## config.mk

```make
export PLATFORM = sky130hd
export DESIGN_NAME = mono_cursor_to_argb_expander_top
export DESIGN_NICKNAME = d
export VERILOG_FILES = /design/src/rtl/mcae_pkg.sv /design/src/rtl/mcae_front.sv /design/src/rtl/mcae_queue.sv /design/src/rtl/mcae_back.sv /design/src/rtl/mono_cursor_to_argb_expander_top.sv
export SDC_FILE = /design/constraint.sdc
export NUM_CORES = 1
export LEC_CHECK = 0
export BUFFER_PORTS_ARGS = -buffer_cell sky130_fd_sc_hd__buf_2
export CAP_MARGIN = 20
export CORE_ASPECT_RATIO = 1.4
export CORE_MARGIN = 2
export CORE_UTILIZATION = 26
export DETAILED_ROUTE_END_ITERATION = 8
export PLACE_DENSITY = 0.4
export RECOVER_POWER = 25
export SYNTH_ARGS = -nofsm -noshare
export SYNTH_HDL_FRONTEND = slang
export SYNTH_HIERARCHICAL = 1
export SYNTH_SLANG_ARGS = --single-unit
```

## constraint.sdc

```tcl
create_clock -name clock -period 7.8 [get_ports clock]
set_input_delay 0.78 -clock clock [delete_from_list [all_inputs] [get_ports clock]]
set_output_delay 0.78 -clock clock [all_outputs]
set_load 0.01 [all_outputs]
```

## src/rtl/mcae_pkg.sv

```systemverilog
// ---------------------------------------------------------------------------
// mcae_pkg: shared types and constants of the mono cursor ARGB expander
// Register indexes, queue entry layout and reset values.
// ---------------------------------------------------------------------------
package mcae_pkg;

   localparam int GRID_WIDTH_DEF  = 64;
   localparam int GRID_HEIGHT_DEF = 64;
   localparam int PIX_PER_WORD    = 32;
   localparam int QUEUE_DEPTH     = 2;

   localparam logic [31:0] ALPHA_OPAQUE = 32'hff00_0000;
   localparam logic [9:0]  ROW_MAX      = 10'd1023;
   localparam logic [6:0]  WPR_MAX      = 7'd64;

   localparam logic [6:0]  WPR_RESET    = 7'd2;
   localparam logic [9:0]  HEIGHT_RESET = 10'd64;
   localparam logic [23:0] FG_RESET     = 24'hff_ffff;
   localparam logic [23:0] BG_RESET     = 24'h00_0000;

   typedef enum logic [1:0] {
      CSR_WORDS_PER_ROW = 2'd0,
      CSR_IMAGE_HEIGHT  = 2'd1,
      CSR_FORE_COLOR    = 2'd2,
      CSR_BACK_COLOR    = 2'd3
   } csr_index_type;

   // one word waiting for expansion
   typedef struct packed {
      logic        blank;
      logic [31:0] mask;
      logic [31:0] source;
   } word_entry_type;

   typedef struct packed {
      logic [23:0] fg;
      logic [23:0] bg;
   } colors_type;

endpackage

```

## src/rtl/mcae_front.sv

```systemverilog
// ---------------------------------------------------------------------------
// mcae_front: input side of the expander
// Tracks row and column, drops words outside the grid or the image, queues the rest.
// ---------------------------------------------------------------------------
module mcae_front import mcae_pkg::*; #(
   parameter int GRID_WIDTH  = GRID_WIDTH_DEF,
   parameter int GRID_HEIGHT = GRID_HEIGHT_DEF
) (
   input  logic           clock,
   input  logic           reset,
   input  logic           geom_clear,
   input  logic [6:0]     words_per_row,
   input  logic [9:0]     image_height,
   input  logic           req_push,
   input  logic           req_mode,
   input  logic [31:0]    req_mask_word,
   input  logic [31:0]    req_source_word,
   output logic           req_full,
   input  logic           q_full,
   output logic           q_push,
   output word_entry_type q_data
);

   localparam logic [5:0] GRID_COLS = 6'(GRID_WIDTH / PIX_PER_WORD);
   localparam logic [9:0] GRID_ROWS = 10'(GRID_HEIGHT);

   logic [9:0] row_ff, row_in;
   logic [5:0] col_ff, col_in;
   logic       accept, keep, wrap;
   logic [6:0] eff_wpr, next_col;
   logic [9:0] eff_height;

   always_comb begin
      if (words_per_row == 7'd0) begin
         eff_wpr = 7'd1;
      end else if (words_per_row > WPR_MAX) begin
         eff_wpr = WPR_MAX;
      end else begin
         eff_wpr = words_per_row;
      end
      eff_height = (image_height > GRID_ROWS) ? GRID_ROWS : image_height;
      next_col   = {1'b0, col_ff} + 7'd1;
      wrap       = next_col >= eff_wpr;
      keep       = (row_ff < eff_height) && (col_ff < GRID_COLS);
      accept     = req_push && !q_full;

      row_in = row_ff;
      col_in = col_ff;
      if (geom_clear) begin
         row_in = '0;
         col_in = '0;
      end else if (accept && !req_mode) begin
         if (wrap) begin
            col_in = '0;
            if (row_ff < ROW_MAX) begin
               row_in = row_ff + 10'd1;
            end
         end else begin
            col_in = next_col[5:0];
         end
      end
   end

   always_ff @(posedge clock) begin
      if (reset) begin
         row_ff <= '0;
         col_ff <= '0;
      end else begin
         row_ff <= row_in;
         col_ff <= col_in;
      end
   end

   assign req_full      = q_full;
   assign q_push        = accept && (req_mode || keep);
   assign q_data.blank  = req_mode;
   assign q_data.mask   = req_mask_word;
   assign q_data.source = req_source_word;

endmodule

```

## src/rtl/mcae_queue.sv

```systemverilog
// ---------------------------------------------------------------------------
// mcae_queue: short word queue between front and back
// Small register queue, one push (while not full) and one pop per cycle.
// ---------------------------------------------------------------------------
module mcae_queue import mcae_pkg::*; #(
   parameter int DEPTH = QUEUE_DEPTH
) (
   input  logic           clock,
   input  logic           reset,
   input  logic           push,
   input  word_entry_type push_data,
   output logic           full,
   input  logic           pop,
   output logic           valid,
   output word_entry_type pop_data
);

   localparam int PW = (DEPTH > 1) ? $clog2(DEPTH) : 1;
   localparam int CW = $clog2(DEPTH + 1);
   localparam logic [PW-1:0] LAST_PTR = PW'(DEPTH - 1);
   localparam logic [CW-1:0] DEPTH_C  = CW'(DEPTH);

   word_entry_type        entry_ff [DEPTH];
   logic [PW-1:0]         wr_ptr_ff, rd_ptr_ff;
   logic [CW-1:0]         count_ff;
   logic                  do_push, do_pop;

   assign full     = count_ff == DEPTH_C;
   assign valid    = count_ff != '0;
   assign do_push  = push && !full;
   assign do_pop   = pop && valid;
   assign pop_data = entry_ff[rd_ptr_ff];

   always_ff @(posedge clock) begin
      if (do_push) begin
         entry_ff[wr_ptr_ff] <= push_data;
      end
   end

   always_ff @(posedge clock) begin
      if (reset) begin
         wr_ptr_ff <= '0;
         rd_ptr_ff <= '0;
         count_ff  <= '0;
      end else begin
         if (do_push) begin
            wr_ptr_ff <= (wr_ptr_ff == LAST_PTR) ? '0 : wr_ptr_ff + PW'(1);
         end
         if (do_pop) begin
            rd_ptr_ff <= (rd_ptr_ff == LAST_PTR) ? '0 : rd_ptr_ff + PW'(1);
         end
         count_ff <= count_ff + CW'(do_push) - CW'(do_pop);
      end
   end

endmodule

```

## src/rtl/mcae_back.sv

```systemverilog
// ---------------------------------------------------------------------------
// mcae_back: pixel expander
// Shifts one word out as 32 ARGB pixels into a result register.
// ---------------------------------------------------------------------------
module mcae_back import mcae_pkg::*; (
   input  logic           clock,
   input  logic           reset,
   input  colors_type     colors,
   input  logic           q_valid,
   input  word_entry_type q_data,
   output logic           q_pop,
   output logic           rsp_empty,
   input  logic           rsp_pop,
   output logic [31:0]    rsp_pixel,
   output logic           rsp_last_of_word
);

   localparam int BW = $clog2(PIX_PER_WORD);
   localparam logic [BW-1:0] LAST_BIT = BW'(PIX_PER_WORD - 1);

   logic        busy_ff, blank_ff;
   logic [31:0] mask_ff, src_ff;
   logic [BW-1:0] bit_ff;
   logic        out_valid_ff, last_ff;
   logic [31:0] pixel_ff;
   logic        out_load, advance, at_last, take;
   logic [31:0] pixel_in;

   assign out_load = !out_valid_ff || rsp_pop;
   assign advance  = busy_ff && out_load;
   assign at_last  = bit_ff == LAST_BIT;
   assign take     = q_valid && (!busy_ff || (advance && at_last));
   assign q_pop    = take;

   always_comb begin
      if (blank_ff || !mask_ff[0]) begin
         pixel_in = '0;
      end else if (src_ff[0]) begin
         pixel_in = ALPHA_OPAQUE | {8'h00, colors.fg};
      end else begin
         pixel_in = ALPHA_OPAQUE | {8'h00, colors.bg};
      end
   end

   // word shifter
   always_ff @(posedge clock) begin
      if (reset) begin
         busy_ff <= 1'b0;
         bit_ff  <= '0;
      end else if (take) begin
         busy_ff <= 1'b1;
         bit_ff  <= '0;
      end else if (advance) begin
         if (at_last) begin
            busy_ff <= 1'b0;
         end
         bit_ff <= bit_ff + BW'(1);
      end
   end

   always_ff @(posedge clock) begin
      if (take) begin
         blank_ff <= q_data.blank;
         mask_ff  <= q_data.mask;
         src_ff   <= q_data.source;
      end else if (advance) begin
         mask_ff <= {1'b0, mask_ff[31:1]};
         src_ff  <= {1'b0, src_ff[31:1]};
      end
   end

   // result register
   always_ff @(posedge clock) begin
      if (reset) begin
         out_valid_ff <= 1'b0;
      end else if (out_load) begin
         out_valid_ff <= busy_ff;
      end
   end

   always_ff @(posedge clock) begin
      if (advance) begin
         pixel_ff <= pixel_in;
         last_ff  <= at_last;
      end
   end

   assign rsp_empty        = !out_valid_ff;
   assign rsp_pixel        = pixel_ff;
   assign rsp_last_of_word = last_ff;

   a_idle_after_last: assert property (@(posedge clock) disable iff (reset)
      advance && at_last && !q_valid |=> !busy_ff)
      else $error("shifter still busy after last pixel");

   a_last_flag: assert property (@(posedge clock) disable iff (reset)
      advance |=> last_ff == $past(at_last))
      else $error("last_of_word out of step with pixel count");

   a_blank_zero: assert property (@(posedge clock) disable iff (reset)
      advance && blank_ff |=> pixel_ff == 32'd0)
      else $error("blank slot gave a nonzero pixel");

   a_no_take_midword: assert property (@(posedge clock) disable iff (reset)
      busy_ff && !(advance && at_last) |-> !q_pop)
      else $error("queue popped in the middle of a word");

endmodule

```

## src/rtl/mono_cursor_to_argb_expander_top.sv

```systemverilog
// ---------------------------------------------------------------------------
// mono_cursor_to_argb_expander_top: mono cursor to ARGB32 expander
// Expands mask/source word pairs into 32 ARGB pixels each.
// ---------------------------------------------------------------------------
// A word passes through the word queue and the shifter before its first pixel shows on rsp_.
// One pixel per cycle moves from the shifter into the result register while
// that register is empty or rsp_pop takes it; dropped words give no pixel.
// A two-entry word queue lets req_ take the next words while pixels drain.
// Reset (synchronous, active high) clears row/column counters, queue and
// result register, and loads the register reset values.
module mono_cursor_to_argb_expander_top import mcae_pkg::*; #(
   parameter int GRID_WIDTH  = GRID_WIDTH_DEF,
   parameter int GRID_HEIGHT = GRID_HEIGHT_DEF
) (
   input  logic        clock,
   input  logic        reset,
   // config write port
   input  logic        csr_we,
   input  logic [1:0]  csr_index,
   input  logic [23:0] csr_wdata,
   // input word channel
   input  logic        req_push,
   output logic        req_full,
   input  logic        req_mode,
   input  logic [31:0] req_mask_word,
   input  logic [31:0] req_source_word,
   // pixel channel
   output logic        rsp_empty,
   input  logic        rsp_pop,
   output logic [31:0] rsp_pixel,
   output logic        rsp_last_of_word
);

   // configuration registers
   logic [6:0]  wpr_ff;
   logic [9:0]  height_ff;
   colors_type  colors_ff;
   logic        geom_clear;

   // queue hookup
   logic           q_push, q_full, q_pop, q_valid;
   word_entry_type q_wr_data, q_rd_data;

   csr_index_type csr_sel;
   assign csr_sel = csr_index_type'(csr_index);

   // a geometry write starts a new image: counters go back to the top left
   assign geom_clear = csr_we &&
      (csr_sel == CSR_WORDS_PER_ROW || csr_sel == CSR_IMAGE_HEIGHT);

   always_ff @(posedge clock) begin
      if (reset) begin
         wpr_ff       <= WPR_RESET;
         height_ff    <= HEIGHT_RESET;
         colors_ff.fg <= FG_RESET;
         colors_ff.bg <= BG_RESET;
      end else if (csr_we) begin
         unique case (csr_sel)
            CSR_WORDS_PER_ROW: wpr_ff       <= csr_wdata[6:0];
            CSR_IMAGE_HEIGHT:  height_ff    <= csr_wdata[9:0];
            CSR_FORE_COLOR:    colors_ff.fg <= csr_wdata;
            CSR_BACK_COLOR:    colors_ff.bg <= csr_wdata;
            default: ;
         endcase
      end
   end

   // front: position tracking and grid clipping
   mcae_front #(
      .GRID_WIDTH  (GRID_WIDTH),
      .GRID_HEIGHT (GRID_HEIGHT)
   ) u_front (
      .clock           (clock),
      .reset           (reset),
      .geom_clear      (geom_clear),
      .words_per_row   (wpr_ff),
      .image_height    (height_ff),
      .req_push        (req_push),
      .req_mode        (req_mode),
      .req_mask_word   (req_mask_word),
      .req_source_word (req_source_word),
      .req_full        (req_full),
      .q_full          (q_full),
      .q_push          (q_push),
      .q_data          (q_wr_data)
   );

   // kept words and blank slots wait here
   mcae_queue #(
      .DEPTH (QUEUE_DEPTH)
   ) u_queue (
      .clock     (clock),
      .reset     (reset),
      .push      (q_push),
      .push_data (q_wr_data),
      .full      (q_full),
      .pop       (q_pop),
      .valid     (q_valid),
      .pop_data  (q_rd_data)
   );

   // back: one pixel per cycle into the result register while it is empty or popped
   mcae_back u_back (
      .clock            (clock),
      .reset            (reset),
      .colors           (colors_ff),
      .q_valid          (q_valid),
      .q_data           (q_rd_data),
      .q_pop            (q_pop),
      .rsp_empty        (rsp_empty),
      .rsp_pop          (rsp_pop),
      .rsp_pixel        (rsp_pixel),
      .rsp_last_of_word (rsp_last_of_word)
   );

   a_clear_hits_csr: assert property (@(posedge clock) disable iff (reset)
      geom_clear |-> csr_we)
      else $error("geometry clear without a register write");

   a_wpr_write: assert property (@(posedge clock) disable iff (reset)
      csr_we && csr_sel == CSR_WORDS_PER_ROW |=> wpr_ff == $past(csr_wdata[6:0]))
      else $error("words_per_row write lost");

   a_full_blocks: assert property (@(posedge clock) disable iff (reset)
      q_full |-> !q_push)
      else $error("word queued while queue full");

endmodule
```

=== Yosys cells after proc, flatten, opt, wreduce, memory -nomap -nowiden ===
Memory sizes are Yosys's and may differ from the RTL's. A register that Yosys moved wholly into a read port is not among the register bits.
Index checks and enable logic that the tools add are counted.
W data, S select, Z words.

* Add/sub/neg operators: 7
* Magnitude comparators: 6
* Equality and inequality tests: 5
* Mux-type cells: 18
* Reduce and logical (&&, ||, !) cells: 33

{| class="wikitable"
|+ Operators by type and width
! cell !! number
|-
| $mux W32 || 4
|-
| $mux W24 || 1
|-
| $mux W7 || 2
|-
| $add A10 B1 Y10 const B || 1
|-
| $gt A10 B7 Y1 const B || 1
|-
| $logic_and A1 B1 Y1 || 10
|-
| $lt A10 B10 Y1 || 1
|-
| $lt A10 B10 Y1 const B || 1
|-
| $mux W10 || 1
|-
| $reduce_and A2 Y1 || 5
|-
| $mux W1 || 9
|-
| $add A6 B1 Y7 const B || 1
|-
| $ge A7 B7 Y1 || 1
|-
| $gt A7 B7 Y1 const B || 1
|-
| $logic_not A7 Y1 || 1
|-
| $eq A2 B2 Y1 const B || 3
|-
| $lt A6 B2 Y1 const B || 1
|-
| $mux W6 || 1
|-
| $reduce_bool A2 Y1 || 3
|-
| $add A5 B1 Y5 const B || 1
|-
| $eq A5 B5 Y1 const B || 1
|-
| $logic_not A1 Y1 || 5
|-
| $logic_or A1 B1 Y1 || 5
|-
| $reduce_or A2 Y1 || 2
|-
| 6 further kinds || 7
|}

* Register bits: 190
* Bits in writable memories: 130
* Input bits: 96
* Output and inout port bits: 35
* Logic and storage cells: 87
* Memories kept: 1

{| class="wikitable"
|+ Memory list
! memory !! words !! bits a word !! read ports !! clocked after memory_dff !! wr ports !! RTL line !! RTL
|-
| u_queue.entry_ff || 2 || 65 || 1 || 1 || 1 || mcae_queue.sv:23 || <nowiki>word_entry_type entry_ff [DEPTH];</nowiki>
|}

=== Longest topological paths before layout ===
* Depth after elaboration: 9
* Mapped depth: 15
* Mapped depth without buffers: 15

=== Modules after synthesis ===
The synthesis kept the hierarchy.

{| class="wikitable"
|+ By module, submodules not included
! module !! instances !! cells each !! area an instance (um^2) !! seq. area each (um^2)
|-
| mcae_queue || 1 || 229 || 4941.0 || 4003.8
|-
| mcae_back || 1 || 261 || 4510.6 || 2872.8
|-
| mono_cursor_to_argb_expander_top || 1 || 269 || 2692.6 || 1301.2
|-
| mcae_front || 1 || 228 || 1804.2 || 320.3
|}

=== Worst setup path after synthesis ===
Ideal clock, no wire load.

* Kind: register to register
* From: register u_queue.count_ff[1]
* To: register u_back.mask_ff[0], enable pin
* Setup time: 0.574 ns
* Arrival: 5.133 ns
* Data required time: 7.226 ns
* Setup slack: 2.093 ns
* Stages on the path, launching flop included: 4
* Path buffers: 0
* Period minus slack after synthesis: 5.707 ns
* Cells stage by stage: dfxtp_1 or2_2 inv_1 o21ai_0

* Longest elaborated chain between the ends: 3

{| class="wikitable"
|+ Ends and longest elaborated chain
! what !! RTL line !! RTL
|-
| start, declared || mcae_queue.sv:25 || <nowiki>logic [CW-1:0] count_ff;</nowiki>
|-
| start signal, assigned || mcae_queue.sv:52 || <nowiki>count_ff <= count_ff + CW'(do_push) - CW'(do_pop);</nowiki>
|-
| $reduce_bool A2 Y1 || mcae_queue.sv:29 || <nowiki>assign valid = count_ff != '0;</nowiki>
|-
| named net q_valid || mono_cursor_to_argb_expander_top.sv:41 || <nowiki>logic q_push, q_full, q_pop, q_valid;</nowiki>
|-
| $logic_and A1 B1 Y1 || mcae_back.sv:32 || <nowiki>assign take = q_valid && (!busy_ff || (advance && at_last));</nowiki>
|-
| $reduce_bool A2 Y1 (no source line) || - ||
|-
| end signal, assigned || mcae_back.sv:64 || <nowiki>mask_ff <= q_data.mask;</nowiki>
|-
| end signal, assigned || mcae_back.sv:67 || <nowiki>mask_ff <= {1'b0, mask_ff[31:1]};</nowiki>
|-
| end, declared || mcae_back.sv:22 || <nowiki>logic [31:0] mask_ff, src_ff;</nowiki>
|}

The timed path passes the listed nets, and every way through them passes these cells.
A chain may end at the register's enable or synchronous reset.

=== Worst setup path after layout ===
* From: register height_ff[8]
* To: memory u_queue/entry_ff[0][9] in the netlist's numbering, enable pin

* Longest elaborated chain between the ends: 9

{| class="wikitable"
|+ Ends and longest elaborated chain
! what !! RTL line !! RTL
|-
| start, declared || mono_cursor_to_argb_expander_top.sv:36 || <nowiki>logic [9:0] height_ff;</nowiki>
|-
| start signal, assigned || mono_cursor_to_argb_expander_top.sv:60 || <nowiki>CSR_IMAGE_HEIGHT: height_ff <= csr_wdata[9:0];</nowiki>
|-
| $gt A10 B7 Y1 || mcae_front.sv:41 || <nowiki>eff_height = (image_height > GRID_ROWS) ? GRID_ROWS : image_height;</nowiki>
|-
| $mux W10 * || mcae_front.sv:41 ||
|-
| $lt A10 B10 Y1 * || mcae_front.sv:44 || <nowiki>keep = (row_ff < eff_height) && (col_ff < GRID_COLS);</nowiki>
|-
| $logic_and A1 B1 Y1 * || mcae_front.sv:44 ||
|-
| $logic_or A1 B1 Y1 * || mcae_front.sv:75 || <nowiki>assign q_push = accept && (req_mode || keep);</nowiki>
|-
| $logic_and A1 B1 Y1 * || mcae_front.sv:75 ||
|-
| named net q_push || mono_cursor_to_argb_expander_top.sv:41 ||
|-
| $logic_and A1 B1 Y1 * || mcae_queue.sv:30 || <nowiki>assign do_push = push && !full;</nowiki>
|-
| $mux W1 * || mcae_queue.sv:35 || <nowiki>if (do_push) begin</nowiki>
|-
| $mux W1 (not written as such) * || mcae_queue.sv:36 || <nowiki>entry_ff[wr_ptr_ff] <= push_data;</nowiki>
|-
| end, declared || mcae_queue.sv:23 ||
|}

The timed path passes the listed nets; every way through them passes the cells marked *.

==> key figures <==
Floorplan
  • DIE HEIGHT: ~280 um
  • Die Area: 55500 um2
  • Site Rows: 100
  • Die Wd: 200 um
  • Area of the core: 53100 um2
  • Initial core utilization: between 20% and 30%
  • Ports: 131

Placement
  • Final Wtd Congestion: around 0.73
  • Inst Count DP: 1725
  • IO buf count: 130
  • HPWL Detailed: 18.1 mm
  • Area of placed instances: 14700 um2

Yosys
  • Proportion of synthesized area in mux cells: 18.4%
  • Post-Synthesis Cells: 987
  • Post-synthesis adder-cell area fraction: 1.97%
  • Yosys warns: 6
  • Fraction of registers with async set/reset: 0%
  • Mapped cell area: 13900 um2
  • Xor and xnor area share after synthesis: less than 1%
  • Avg Inst Size Synth: between 10 and 15 um2
  • Synth Area in Compound Gates: 1.98%
  • Post-synth EDFFs: approximately 220
  • Post-synthesis simple-gate area fraction: 9.45%
  • Sequential-to-total area share from yosys stat: 60.9%
  • Largest family of logic cells by synthesized area: multiplexers
  • Synth cell types: 59
  • #FFs+latches synth: 314
  • Synth Flop Type: edfxtp_1

Power
  • PwrDens: 367 nW/um2
  • Leak Pwr: 0.00593 uW
  • Worst IR Drop VDD: 0.258 mV

Global routing
  • Grt ovf: 0
  • GRT Util Overall: 11.0%
  • Largest net degree at the start of global routing: 72
  • Initial antenna violation count: 6
  • First-pass GRT wire length: 46.3 mm
  • Vias in the first global route: between 8000 and 9000

Job
  • Max_cap viols: 2

Setup path
  • Crit-path cells: nor4_2 -> nand2_1 -> ha_1 -> a21oi_1 -> nor2_1 -> a211oi_1 -> o21ai_0 -> a311oi_1 -> inv_1 -> or3_1 -> clkinv_2 -> buf_4
  • CP max FO: 65
  • Critical Path End Type: register
  • WP buf/inv: 3
  • Worst Path Required: 7950 ps
  • Slowest cell on crit path: buf_4
  • CP startpoint kind: register
  • CP Class: register to register
  • Slowest stage delay, CP: 760 ps
  • CP arrival: 4240 ps
  • Crit-path leading delay family: simple AND/OR/NAND/NOR gates

Timing
  • # setup viols final: 0
  • Final count of hold timing violations: 0
  • Final worst path period need: 4080 ps
  • RSZ-0062 raised after global routing: false
  • Worst slew pin tran: 2050 ps
  • Min Hold Slack: 427 ps
  • Final worst clock skew: ~14 ps
  • Final worst-path cycle share: between 50% and 60%
  • Setup_tns: 0 ps
  • Fmax: 245 MHz
  • Final Max Slew Viols: 84
  • Slew HR: -36.4%

Run status
  • Failing checks: max-capacitance violations, max-slew violations
  • Status: finished with violations

Layout
  • Area of the multi-input gates: 4580 um2
  • Layout Area Growth over Synthesis: 13.8%
  • Fill cell count: 5498
  • Final core occ: ~30%
  • Post-Layout Cell Count: 1793
  • Antenna diodes: 0
  • Reg area: approximately 8500 um2
  • Layout cell share with drive strength beyond 1: 27.1%
  • Post-route cell area: 15900 um2
  • Final Net Count: approximately 1200

Routing
  • Iter 0 DRT Violations: 310
  • Vias: 7422
  • Via-per-instance ratio: a little over 4
  • DRT Pass-1 Iters: 4
  • Final wirelength: 30.0 mm
  • # DRC: 0
  • WL/cell: 16.8 um
  • Routed Antenna Nets: 0

Hold path
  • Hold Path Class: primary input to register

Clock network
  • CTS Buf Count: 37
  • Post-CTS Hold Buffers: 0
  • TritonCTS clock tree: built
  • Setup Fix Bufs, Post-CTS: 0
  • Clk sink count: roughly 310
  • Clk root buf: clkbuf_16
  • Max clock buf depth: 3
  • PostCTS Resize Cnt: 0
  • H-tree Lvls: 2
  • Worst-path clk slew: 60 ps
  • Worst skew pair latency: 540 ps
[stage by stage]
stage,total power [uW],setup slack (ps)
after floorplan,3880,2090
after global placement,4240,3650
after detailed placement,4240,3600
after CTS,5990,3580
after global routing,6180,3280
final,5820,3720
[state kept, by name, indices dropped and copies added (netlist names), 2 cells and up, named ones only]
name and flops:
u_back/src_ff 32, wpr_ff 7, u_back/mask_ff 32, colors_ff 48, u_queue/count_ff 2, u_back/bit_ff 5, u_back/rsp_pixel 25, u_front/row_ff 10
u_queue/entry_ff 130, u_front/col_ff 6, height_ff 10
[synth_stat cells, types with 3 or more instances]
| library cell | count | area share (%) |
|---|---|---|
| a21oi_1 | 16 | 0.57 |
| a31oi_1 | 3 | 0.13 |
| nand3b_1 | 3 | 0.16 |
| dfxtp_1 | 93 | 13 |
| mux2_4 | 59 | 6.4 |
| buf_4 | 75 | 4.0 |
| o21ai_0 | 9 | 0.32 |
| xor2_1 | 7 | 0.44 |
| o41ai_1 | 3 | 0.19 |
| inv_1 | 10 | 0.27 |
| xnor2_1 | 7 | 0.44 |
| nand4_1 | 3 | 0.13 |
| buf_6 | 14 | 1.1 |
| mux2i_1 | 91 | 6.5 |
| nand2b_1 | 66 | 3.0 |
| buf_2 | 13 | 0.47 |
| nand3_1 | 9 | 0.32 |
| edfxtp_1 | 221 | 48 |
| or3_1 | 4 | 0.18 |
| mux2_2 | 68 | 5.5 |
| nand2_1 | 23 | 0.62 |
| nor2b_1 | 4 | 0.18 |
| nor3_1 | 8 | 0.29 |
| ha_1 | 22 | 2.0 |
| and3_1 | 8 | 0.36 |
| nor2_1 | 97 | 2.6 |
| clkbuf_1 | 12 | 0.32 |
[layout by cell type, fill, tap and decap left out, drive strengths merged, types with 8 or more instances in the layout]
cell,instances
ha,22
buf,96
nand2b,67
inv,12
nand2,24
edfxtp,221
o21ai,11
a21oi,16
dfxtp,93
clkbuf,91
nor2,97
mux2,127
clkinv,15
nor3,8
mux2i,91
nand3,9
and3,9
[metal layers]
layer / up-vias / part of all wire (%) / wire length [um] / GRT usage, %
li1: 3604 / - / - / -
met1: 3599 / 41 / 12400 / 12.7
met2: 149 / 50 / 15000 / 19.2
met3: 60 / 6.1 / 1830 / 3.34
met4: 10 / 2.4 / 729 / 3.48
met5: - / 0.16 / 47 / 0
[worst register-to-register path, stage by stage (launching register included)]
cell      delay [ps]
dfxtp_1          320
nor4_2           620
nand2_1          130
ha_1             310
a21oi_1          140
nor2_1            60
a211oi_1         190
o21ai_0          140
a311oi_1         420
inv_1            100
or3_1            400
clkinv_2          50
buf_4            760
[worst paths after layout]
path,start,end,slack [ps],cells past startpoint
worst min register to register,colors_ff[12],colors_ff[12],470,2
worst max register to register,height_ff[8],u_queue/entry_ff[0][9],3720,12
worst min-delay path,req_source_word[26],u_queue/entry_ff[1][26],430,1
worst max-delay path,height_ff[8],u_queue/entry_ff[0][9],3720,12
[cells by family after synthesis]
family                     Yosys count
muxes                              218
other                                1
xor gates and xnor gates            14
and+or+nand+nor                    248
DFF                                314
buffers and inverters              127
AOI/OAI and AO/OA                   43
adders and majority gates           22
[final cells by class]
type	instances	share of cell area, %
clock inverters	19	0.922
flip-flops and latches	314	53.6
well taps	714	5.63
repair buffers	140	4.34
multi-input cells	548	28.9
clock buffers	47	6.40
inverters	11	0.268
[power breakdown]
part	switching (uW)	internal (uW)
clock	687	988
sequential	180	2420
combinational	776	774
Note: power is estimated with default switching activity, not from simulation.
